$ cat config.mk
export PLATFORM = sky130hd
export DESIGN_NAME = plics_ctrl
export DESIGN_NICKNAME = d
export VERILOG_FILES = /design/src/hdl/plics_pkg.sv /design/src/hdl/plics_ctrl.sv
export SDC_FILE = /design/constraint.sdc
export NUM_CORES = 1
export LEC_CHECK = 0
export CAP_MARGIN = 20
export CORE_MARGIN = 2
export CORE_UTILIZATION = 46
export DETAILED_ROUTE_END_ITERATION = 7
export DONT_BUFFER_PORTS = 1
export SYNTH_ARGS = -nofsm -noshare
export SYNTH_HDL_FRONTEND = slang
export SYNTH_SLANG_ARGS = --single-unit
$ cat constraint.sdc
create_clock -name clock -period 3 [get_ports clock]
set_clock_uncertainty 0.1 [all_clocks]
set_input_delay 0.45 -clock clock [delete_from_list [all_inputs] [get_ports clock]]
set_output_delay 0.45 -clock clock [all_outputs]
set_load 0.005 [all_outputs]
$ cat src/hdl/plics_pkg.sv
// shared types, codes and helper functions of the inverse-cdf sampler
`timescale 1ns / 1ps

package plics_pkg;

   // fixed field widths
   localparam int X_WIDTH      = 32;
   localparam int Y_WIDTH      = 32;
   localparam int P_WIDTH      = 33;
   localparam int STATUS_WIDTH = 3;

   // command codes
   localparam logic CMD_LOAD  = 1'b0;
   localparam logic CMD_QUERY = 1'b1;

   // status codes
   localparam logic [STATUS_WIDTH-1:0] ST_OK        = 3'd0;
   localparam logic [STATUS_WIDTH-1:0] ST_FEW       = 3'd1;
   localparam logic [STATUS_WIDTH-1:0] ST_UNSORTED  = 3'd2;
   localparam logic [STATUS_WIDTH-1:0] ST_NEGATIVE  = 3'd3;
   localparam logic [STATUS_WIDTH-1:0] ST_NO_AREA   = 3'd4;
   localparam logic [STATUS_WIDTH-1:0] ST_FULL      = 3'd5;
   localparam logic [STATUS_WIDTH-1:0] ST_NOT_READY = 3'd6;

   // iteration counts of the bit-serial units
   localparam int ITER_WIDTH     = 7;
   localparam int SQRT_STEPS     = 64;
   localparam int DIV_STEPS      = 96;
   localparam int DIV_HIGH_STEPS = 32;

   typedef enum logic [4:0] {
      S_IDLE, S_DECODE, S_LD_START, S_LD_POINT, S_LD_LAST, S_MAC, S_STORE,
      S_BS_TEST, S_BS_CMP, S_SEG_RD0, S_SEG_RD1, S_SEG_RD2, S_PREP, S_SQRT,
      S_DEN, S_DEN_CHK, S_DIV, S_FINISH, S_LAST_RD, S_LAST_CAP, S_RESP
   } state_type;

   typedef enum logic [2:0] {
      PROD_AREA, PROD_T, PROD_NUM, PROD_ADX, PROD_SQ, PROD_TERM
   } prod_type;

   typedef enum logic [1:0] {ACC_HOLD, ACC_CLEAR, ACC_ADD} acc_op_type;

   typedef enum logic [1:0] {RA_MID, RA_SEG_PREV, RA_SEG, RA_LAST} raddr_type;

   typedef enum logic [1:0] {RES_LOAD, RES_NOT_READY, RES_SAMPLE} res_type;

   typedef struct packed {
      logic       capture;
      logic       ld_start;
      logic       ld_point;
      logic       ld_last;
      logic       mul_en;
      prod_type   prod;
      logic [1:0] part;
      acc_op_type acc_op;
      logic       store;
      logic       bs_step;
      raddr_type  raddr_sel;
      logic       seg_cap0;
      logic       seg_cap1;
      logic       prep;
      logic       last_cap;
      logic       sqrt_step;
      logic       den_calc;
      logic       div_step;
      logic       div_hi;
      logic       finish;
      logic       res_load;
      res_type    res_sel;
   } dp_cmd_type;

   typedef struct packed {
      logic cmd_query;
      logic p_ge_one;
      logic query_ok;
      logic lo_lt_hi;
      logic den_zero;
   } dp_status_type;

   // lower rank wins
   function automatic logic [2:0] error_rank(input logic [STATUS_WIDTH-1:0] code);
      logic [2:0] rank;
      case (code)
         ST_FEW:      rank = 3'd0;
         ST_FULL:     rank = 3'd1;
         ST_UNSORTED: rank = 3'd2;
         ST_NEGATIVE: rank = 3'd3;
         default:     rank = 3'd4;
      endcase
      return rank;
   endfunction

   function automatic logic [STATUS_WIDTH-1:0] record_error(
      input logic [STATUS_WIDTH-1:0] cur, input logic [STATUS_WIDTH-1:0] code);
      logic [STATUS_WIDTH-1:0] res;
      if (cur == ST_OK || error_rank(code) < error_rank(cur)) res = code;
      else res = cur;
      return res;
   endfunction

   // number of 32x32 partial products per product
   function automatic logic [2:0] prod_parts(input prod_type prod);
      logic [2:0] n;
      case (prod)
         PROD_AREA: n = 3'd1;
         PROD_T:    n = 3'd2;
         PROD_NUM:  n = 3'd2;
         PROD_ADX:  n = 3'd1;
         PROD_SQ:   n = 3'd4;
         PROD_TERM: n = 3'd3;
         default:   n = 3'd1;
      endcase
      return n;
   endfunction

endpackage

$ cat src/hdl/plics_ctrl.sv
// controller state machine of the inverse-cdf sampler
`timescale 1ns / 1ps

module plics_ctrl (
   input  logic                    clock,
   input  logic                    reset,
   input  logic                    req_valid,
   output logic                    req_ready,
   output logic                    rsp_valid,
   input  logic                    rsp_ready,
   output plics_pkg::dp_cmd_type   cmd,
   input  plics_pkg::dp_status_type stat
);
   import plics_pkg::*;

   state_type             state_ff, state_in;
   prod_type              prod_ff, prod_in;
   logic [2:0]            part_ff, part_in;
   logic [ITER_WIDTH-1:0] iter_ff, iter_in;
   res_type               res_ff, res_in;
   logic                  rsp_valid_ff, rsp_valid_in;
   logic                  slot_free;

   assign slot_free = !rsp_valid_ff || rsp_ready;

   always_ff @(posedge clock) begin
      if (reset) begin
         state_ff     <= S_IDLE;
         prod_ff      <= PROD_AREA;
         part_ff      <= '0;
         iter_ff      <= '0;
         res_ff       <= RES_LOAD;
         rsp_valid_ff <= 1'b0;
      end else begin
         state_ff     <= state_in;
         prod_ff      <= prod_in;
         part_ff      <= part_in;
         iter_ff      <= iter_in;
         res_ff       <= res_in;
         rsp_valid_ff <= rsp_valid_in;
      end
   end

   // next state
   always_comb begin
      state_in = state_ff;
      prod_in  = prod_ff;
      part_in  = part_ff;
      iter_in  = iter_ff;
      res_in   = res_ff;
      case (state_ff)
         S_IDLE: begin
            if (req_valid) state_in = S_DECODE;
         end
         S_DECODE: begin
            if (stat.cmd_query == CMD_LOAD) begin
               res_in   = RES_LOAD;
               state_in = S_LD_START;
            end else if (!stat.query_ok) begin
               res_in   = RES_NOT_READY;
               state_in = S_RESP;
            end else if (stat.p_ge_one) begin
               res_in   = RES_SAMPLE;
               state_in = S_LAST_RD;
            end else begin
               res_in   = RES_SAMPLE;
               prod_in  = PROD_T;
               part_in  = '0;
               state_in = S_MAC;
            end
         end
         S_LD_START: state_in = S_LD_POINT;
         S_LD_POINT: begin
            prod_in  = PROD_AREA;
            part_in  = '0;
            state_in = S_MAC;
         end
         S_MAC: begin
            if (part_ff == prod_parts(prod_ff)) state_in = S_STORE;
            else part_in = part_ff + 3'd1;
         end
         S_STORE: begin
            part_in = '0;
            case (prod_ff)
               PROD_AREA: state_in = S_LD_LAST;
               PROD_T:    state_in = S_BS_TEST;
               PROD_NUM: begin
                  prod_in  = PROD_ADX;
                  state_in = S_MAC;
               end
               PROD_ADX: begin
                  prod_in  = PROD_SQ;
                  state_in = S_MAC;
               end
               PROD_SQ: begin
                  prod_in  = PROD_TERM;
                  state_in = S_MAC;
               end
               PROD_TERM: begin
                  iter_in  = '0;
                  state_in = S_SQRT;
               end
               default: state_in = S_IDLE;
            endcase
         end
         S_LD_LAST: state_in = S_RESP;
         S_BS_TEST: state_in = stat.lo_lt_hi ? S_BS_CMP : S_SEG_RD0;
         S_BS_CMP:  state_in = S_BS_TEST;
         S_SEG_RD0: state_in = S_SEG_RD1;
         S_SEG_RD1: state_in = S_SEG_RD2;
         S_SEG_RD2: state_in = S_PREP;
         S_PREP: begin
            prod_in  = PROD_NUM;
            part_in  = '0;
            state_in = S_MAC;
         end
         S_SQRT: begin
            if (iter_ff == ITER_WIDTH'(SQRT_STEPS - 1)) state_in = S_DEN;
            else iter_in = iter_ff + 1'b1;
         end
         S_DEN: state_in = S_DEN_CHK;
         S_DEN_CHK: begin
            if (stat.den_zero) begin
               state_in = S_FINISH;
            end else begin
               iter_in  = '0;
               state_in = S_DIV;
            end
         end
         S_DIV: begin
            if (iter_ff == ITER_WIDTH'(DIV_STEPS - 1)) state_in = S_FINISH;
            else iter_in = iter_ff + 1'b1;
         end
         S_FINISH:   state_in = S_RESP;
         S_LAST_RD:  state_in = S_LAST_CAP;
         S_LAST_CAP: state_in = S_RESP;
         S_RESP: begin
            if (slot_free) state_in = S_IDLE;
         end
         default: state_in = S_IDLE;
      endcase
   end

   // outputs
   always_comb begin
      cmd          = '0;
      cmd.prod     = prod_ff;
      cmd.part     = part_ff[1:0];
      cmd.acc_op   = ACC_HOLD;
      cmd.raddr_sel = RA_MID;
      cmd.res_sel  = res_ff;
      req_ready    = 1'b0;
      rsp_valid_in = rsp_valid_ff && !rsp_ready;
      case (state_ff)
         S_IDLE: begin
            req_ready   = 1'b1;
            cmd.capture = req_valid;
         end
         S_LD_START: cmd.ld_start = 1'b1;
         S_LD_POINT: cmd.ld_point = 1'b1;
         S_LD_LAST:  cmd.ld_last  = 1'b1;
         S_MAC: begin
            cmd.mul_en = (part_ff != prod_parts(prod_ff));
            cmd.acc_op = (part_ff == 3'd0) ? ACC_CLEAR : ACC_ADD;
         end
         S_STORE:   cmd.store = 1'b1;
         S_BS_TEST: cmd.raddr_sel = RA_MID;
         S_BS_CMP:  cmd.bs_step = 1'b1;
         S_SEG_RD0: cmd.raddr_sel = RA_SEG_PREV;
         S_SEG_RD1: begin
            cmd.raddr_sel = RA_SEG;
            cmd.seg_cap0  = 1'b1;
         end
         S_SEG_RD2: cmd.seg_cap1 = 1'b1;
         S_PREP:    cmd.prep = 1'b1;
         S_SQRT:    cmd.sqrt_step = 1'b1;
         S_DEN:     cmd.den_calc = 1'b1;
         S_DIV: begin
            cmd.div_step = 1'b1;
            cmd.div_hi   = (iter_ff < ITER_WIDTH'(DIV_HIGH_STEPS));
         end
         S_FINISH:  cmd.finish = 1'b1;
         S_LAST_RD: cmd.raddr_sel = RA_LAST;
         S_LAST_CAP: cmd.last_cap = 1'b1;
         S_RESP: begin
            cmd.res_load = slot_free;
            if (slot_free) rsp_valid_in = 1'b1;
         end
         default: ;
      endcase
   end

   assign rsp_valid = rsp_valid_ff;
endmodule

## Yosys cells after proc, flatten, opt, wreduce, memory -nomap -nowiden

Index checks and enable logic that the tools add are counted.

| word-level totals | value |
|---|---|
| register bits | 21 |
| input port bits | 9 |
| output and inout port bits | 30 |

| operators by class | value |
|---|---|
| add/subtract/negate cells | 2 |
| $lt $le $gt $ge | 1 |
| equality and inequality tests | 43 |
| multiplexer cells | 53 |
| reductions and logical operators | 19 |

Operators by type and width:

| kind | number |
|---|---|
| 5-bit one-hot mux with 18 select lines | 1 |
| 5-bit by 4-bit == test with 1-bit output, second input constant | 8 |
| 5-bit 2-to-1 mux | 8 |
| 7-bit 2-to-1 mux | 4 |
| 7-bit one-hot mux with 4 select lines | 1 |
| 3-bit one-hot mux with 3 select lines | 3 |
| 5-bit == test, second input constant | 5 |
| 3-bit 2-to-1 mux | 8 |
| 2-bit != test, second input constant | 12 |
| 5-bit by 3-bit == test with 1-bit output, second input constant | 4 |
| 1-bit 2-to-1 mux | 20 |
| 5-bit AND reduction | 4 |
| 4-bit one-hot mux with 4 select lines | 1 |
| 3-bit one-hot mux with 4 select lines | 1 |
| 5-bit by 2-bit == test with 1-bit output, second input constant | 2 |
| 2-bit 2-to-1 mux | 5 |
| 3-bit OR reduction | 3 |
| 4-bit nonzero test | 2 |
| 7-bit by 1-bit adder with 7-bit output, second input constant | 1 |
| 7-bit by 6-bit == test with 1-bit output, second input constant | 1 |
| 7-bit == test, second input constant | 1 |
| 7-bit by 6-bit < comparator with 1-bit output, second input constant | 1 |
| 3-bit by 2-bit == test with 1-bit output, second input constant | 2 |
| 3-bit == test, second input constant | 2 |
| other kinds (15) | 18 |

## Logic depth before layout (Yosys ltp)

| depth | value |
|---|---|
| depth in word-level cells | 7 |
| mapped depth | 9 |
| mapped depth without buffers | 8 |

## Least setup slack after synthesis

No wires, ideal clock.

| path | value |
|---|---|
| path type | reg2out |
| from | register prod_ff[2] |
| to | output port cmd[23] (netlist name) |
| arrival time | 1731 ps |
| required time | 2450 ps |
| setup slack | 719 ps |
| stages on the path, launching flop included | 6 |
| buffers on the path | 0 |
| cells stage by stage | dfxtp_1 > ha_1 > o21ai_0 > a221o_1 > a211o_1 > and2_1 |

RTL lines:

| what | RTL line | RTL |
|---|---|---|
| start, declared | plics_ctrl.sv:17 | `prod_type prod_ff, prod_in;` |
| start signal, assigned | plics_ctrl.sv:36 | `prod_ff <= prod_in;` |
| end, declared | plics_ctrl.sv:11 | `output plics_pkg::dp_cmd_type cmd,` |

==> out/qor.txt <==
Run status: finished clean
R2R cell count: 7
Sw Ratio: 48.2%
Post-synth EDFFs: 0
Top-level port count: 39
TritonCTS clock tree: yes
Hold path cells: 1
WHS: 136 ps
CP required: 2450 ps
Filler cells: 399
Starting DRT DRC Count: 130
Clock Latency Late Sink: 270 ps
Initial antenna violation count: 0
Placed cells: 286
Net Count, Synth: 263
Flop pwr share: 29.2%
TritonCTS Buffers: 3
# diodes: 0
Worst endpoint data arrival time: 2190 ps
Via/cell ratio: 6.11
Vias in the first global route: 1,545
Internal reg-to-reg setup slack: 600 ps
Most frequent cells in the layout: nor2_1, a21oi_1, dfxtp_1
CTS Sinks: 21
Critical-path maximum fanout: 10
HPWL Detailed: 3410 um
DR pass1 iterations: 4
Met1 wire length: 2110 um
PnR worst setup slack: 255 ps
Number of buffers on the longest clock path: 2
Clock power share: 14.2%
Synthesized area: 0.00186 mm2
Pwr/cell area: 729 mW/mm2
Die W: 67.5 um
Layout area overhead: 2.49%
Placed inst area: 0.00186 mm2
Synthesis Warnings: 0
Drc violations: 0
RR Endpoint: iter_ff[2]
Final-report max-slew violation count: 0
Cts hold-fix bufs: 0
P_sw: 668 uW
CP max stage delay: 530 ps
Setup tns final: 0 ps
Post-cts gate resize count: 0
Logic gate share of total power: 56.7%
Fin area: 0.00190 mm2
Critical path class: reg -> out
Nets: 256
Sequential-to-total area share from yosys stat: 22.7%
Gr usage total: 21.4%
Number of buffers added on ports: 0
Max_cap viols: 0
DP Worst Slack: 546 ps
Primary FF master, synth: dfxtp_1
Startpoint Class: register
Crit-path cells: ha_1 > o21ai_0 > a221o_1 > a211o_1 > and2_1
Flops & latches, synth: 21
Hold Path Class: in -> reg
Full die area: 0.00456 mm2
Worst vdd ir: 0.000327 V
Initial core utilization: 47.1%
Total power: 1.39 mW
Worst slew margin: 58.2%
Post-Layout Cell Count: 290
Routed wire length: 4660 um
# setup viols final: 0
WL per Instance: 16.1 um
CP max-delay cell: dfxtp_1
Pint: 719 uW
Final hold violation count: 0
Reg clk slew, reported paths: 90 ps
Crit share post-route: 91.5%
RSZ-0062 raised after global routing: false
Worst Hold Launch: reset
Remaining Overflow, GRT: 0
Via count: 1,773
Final core occ: 48.2%
Minimum clock period after layout: 2740 ps
Top Metal Used: met4
Post-Syn Instances: 248
Chip Height: 67.5 um
Mean Syn Cell Area: 7.48 um2
WL met2: 2150 um
Antenna-violating nets left: 0
Share of cells above drive strength 1: 10.4%
Final estimated routing congestion in global placement: 0.849
Post-synth cell types: 66
Critical path endpoint category: primary output
Min-Delay Endpoint: iter_ff[6]
Reg-to-Reg Start: state_ff[2]
Measured slew at the worst slew-check pin: 625 ps
CORE AREA: 0.00394 mm2
Leak: 0.698 nW
CTS Root Cell: clkbuf_8
Async SR Flop Fraction: 0%
Setup bufs post-CTS: 0
Fmax: 364 MHz
Row Count: 23
Met3 routed WL: 345 um
Largest net degree at the start of global routing: 23
CTS H-tree depth: 1
First-pass GRT wire length: 7480 um
==> layer usage <==
layer / track usage (%) / vias up
met5: 0 / -
met4: 4.85 / 0
met3: 5.00 / 7
met2: 32.7 / 65
met1: 30.3 / 809
li1: - / 892
==> worst max path at each step <==
| stage | start | end | slack, ps | cells after the start |
|---|---|---|---|---|
| 3_5_place_dp | prod_ff[2] | cmd[23] | 550 | 5 |
| 6_report | prod_ff[2] | cmd[23] | 260 | 5 |
| 4_1_cts | prod_ff[2] | cmd[23] | 250 | 5 |
| 2_1_floorplan | prod_ff[2] | cmd[23] | 720 | 5 |
| 5_1_grt | prod_ff[2] | cmd[23] | 110 | 5 |
| 3_3_place_gp | prod_ff[2] | cmd[23] | 580 | 5 |
==> state kept, by name (all words and copies together) (netlist names) <==
signal	flops
iter_ff	7
part_ff	3
prod_ff	3
res_ff	2
rsp_valid	1
state_ff	5
==> Yosys cell counts, drive strengths merged, types with 4 or more instances <==
| library cell | n | area [um2] |
|---|---|---|
| clkbuf | 6 | 26.3 |
| nand2b | 13 | 83.8 |
| nand2 | 18 | 70.1 |
| a211o | 4 | 35.0 |
| nor2b | 6 | 37.5 |
| a21oi | 24 | 120 |
| a31oi | 5 | 31.3 |
| or3 | 4 | 35.0 |
| o21ai | 11 | 58.8 |
| dfxtp | 21 | 420 |
| and3 | 5 | 31.3 |
| buf | 12 | 80.1 |
| nor2 | 24 | 90.1 |
| ha | 6 | 75.1 |
| inv | 12 | 45.0 |
| nor3 | 11 | 60.1 |
| nand3 | 10 | 50.1 |
==> power groups by stage <==
| stage | logic [mW] | clock network, mW | registers (mW) |
|---|---|---|---|
| floorplan | 0.702 | 0 | 0.354 |
| global route | 0.870 | 0.211 | 0.418 |
| CTS | 0.777 | 0.202 | 0.405 |
| finish | 0.786 | 0.197 | 0.405 |
| detailed placement | 0.772 | 0 | 0.412 |
| global placement | 0.779 | 0 | 0.410 |
==> logic make-up after synthesis <==
kind of cell | after synthesis | share of synthesized area [%]
simple gates | 113 | 34.9
fa+ha+maj | 6 | 4.05
xor+xnor | 3 | 1.42
mux | 1 | 0.539
flops | 21 | 22.7
compound gates | 73 | 27.8
buf+inv | 31 | 8.63
==> worst max-delay path: cells and delay by family (launching register included) <==
family / cells / cell delay [ps]
flops: 1 / 530
simple gates: 1 / 200
compound gates: 3 / 880
fa+ha+maj: 1 / 330
==> cell type report <==
cell class | count | area, um2 | area share (%)
clock buffers | 3 | 41.3 | 2.17
clock inverters | 1 | 5.00 | 0.263
inverters | 12 | 45.0 | 2.37
multi-input cells | 196 | 1270 | 67.0
flip-flops and latches | 21 | 420 | 22.1
well taps | 50 | 62.6 | 3.29
repair buffers | 7 | 52.6 | 2.76
Note: power is estimated with default switching activity, not from simulation.
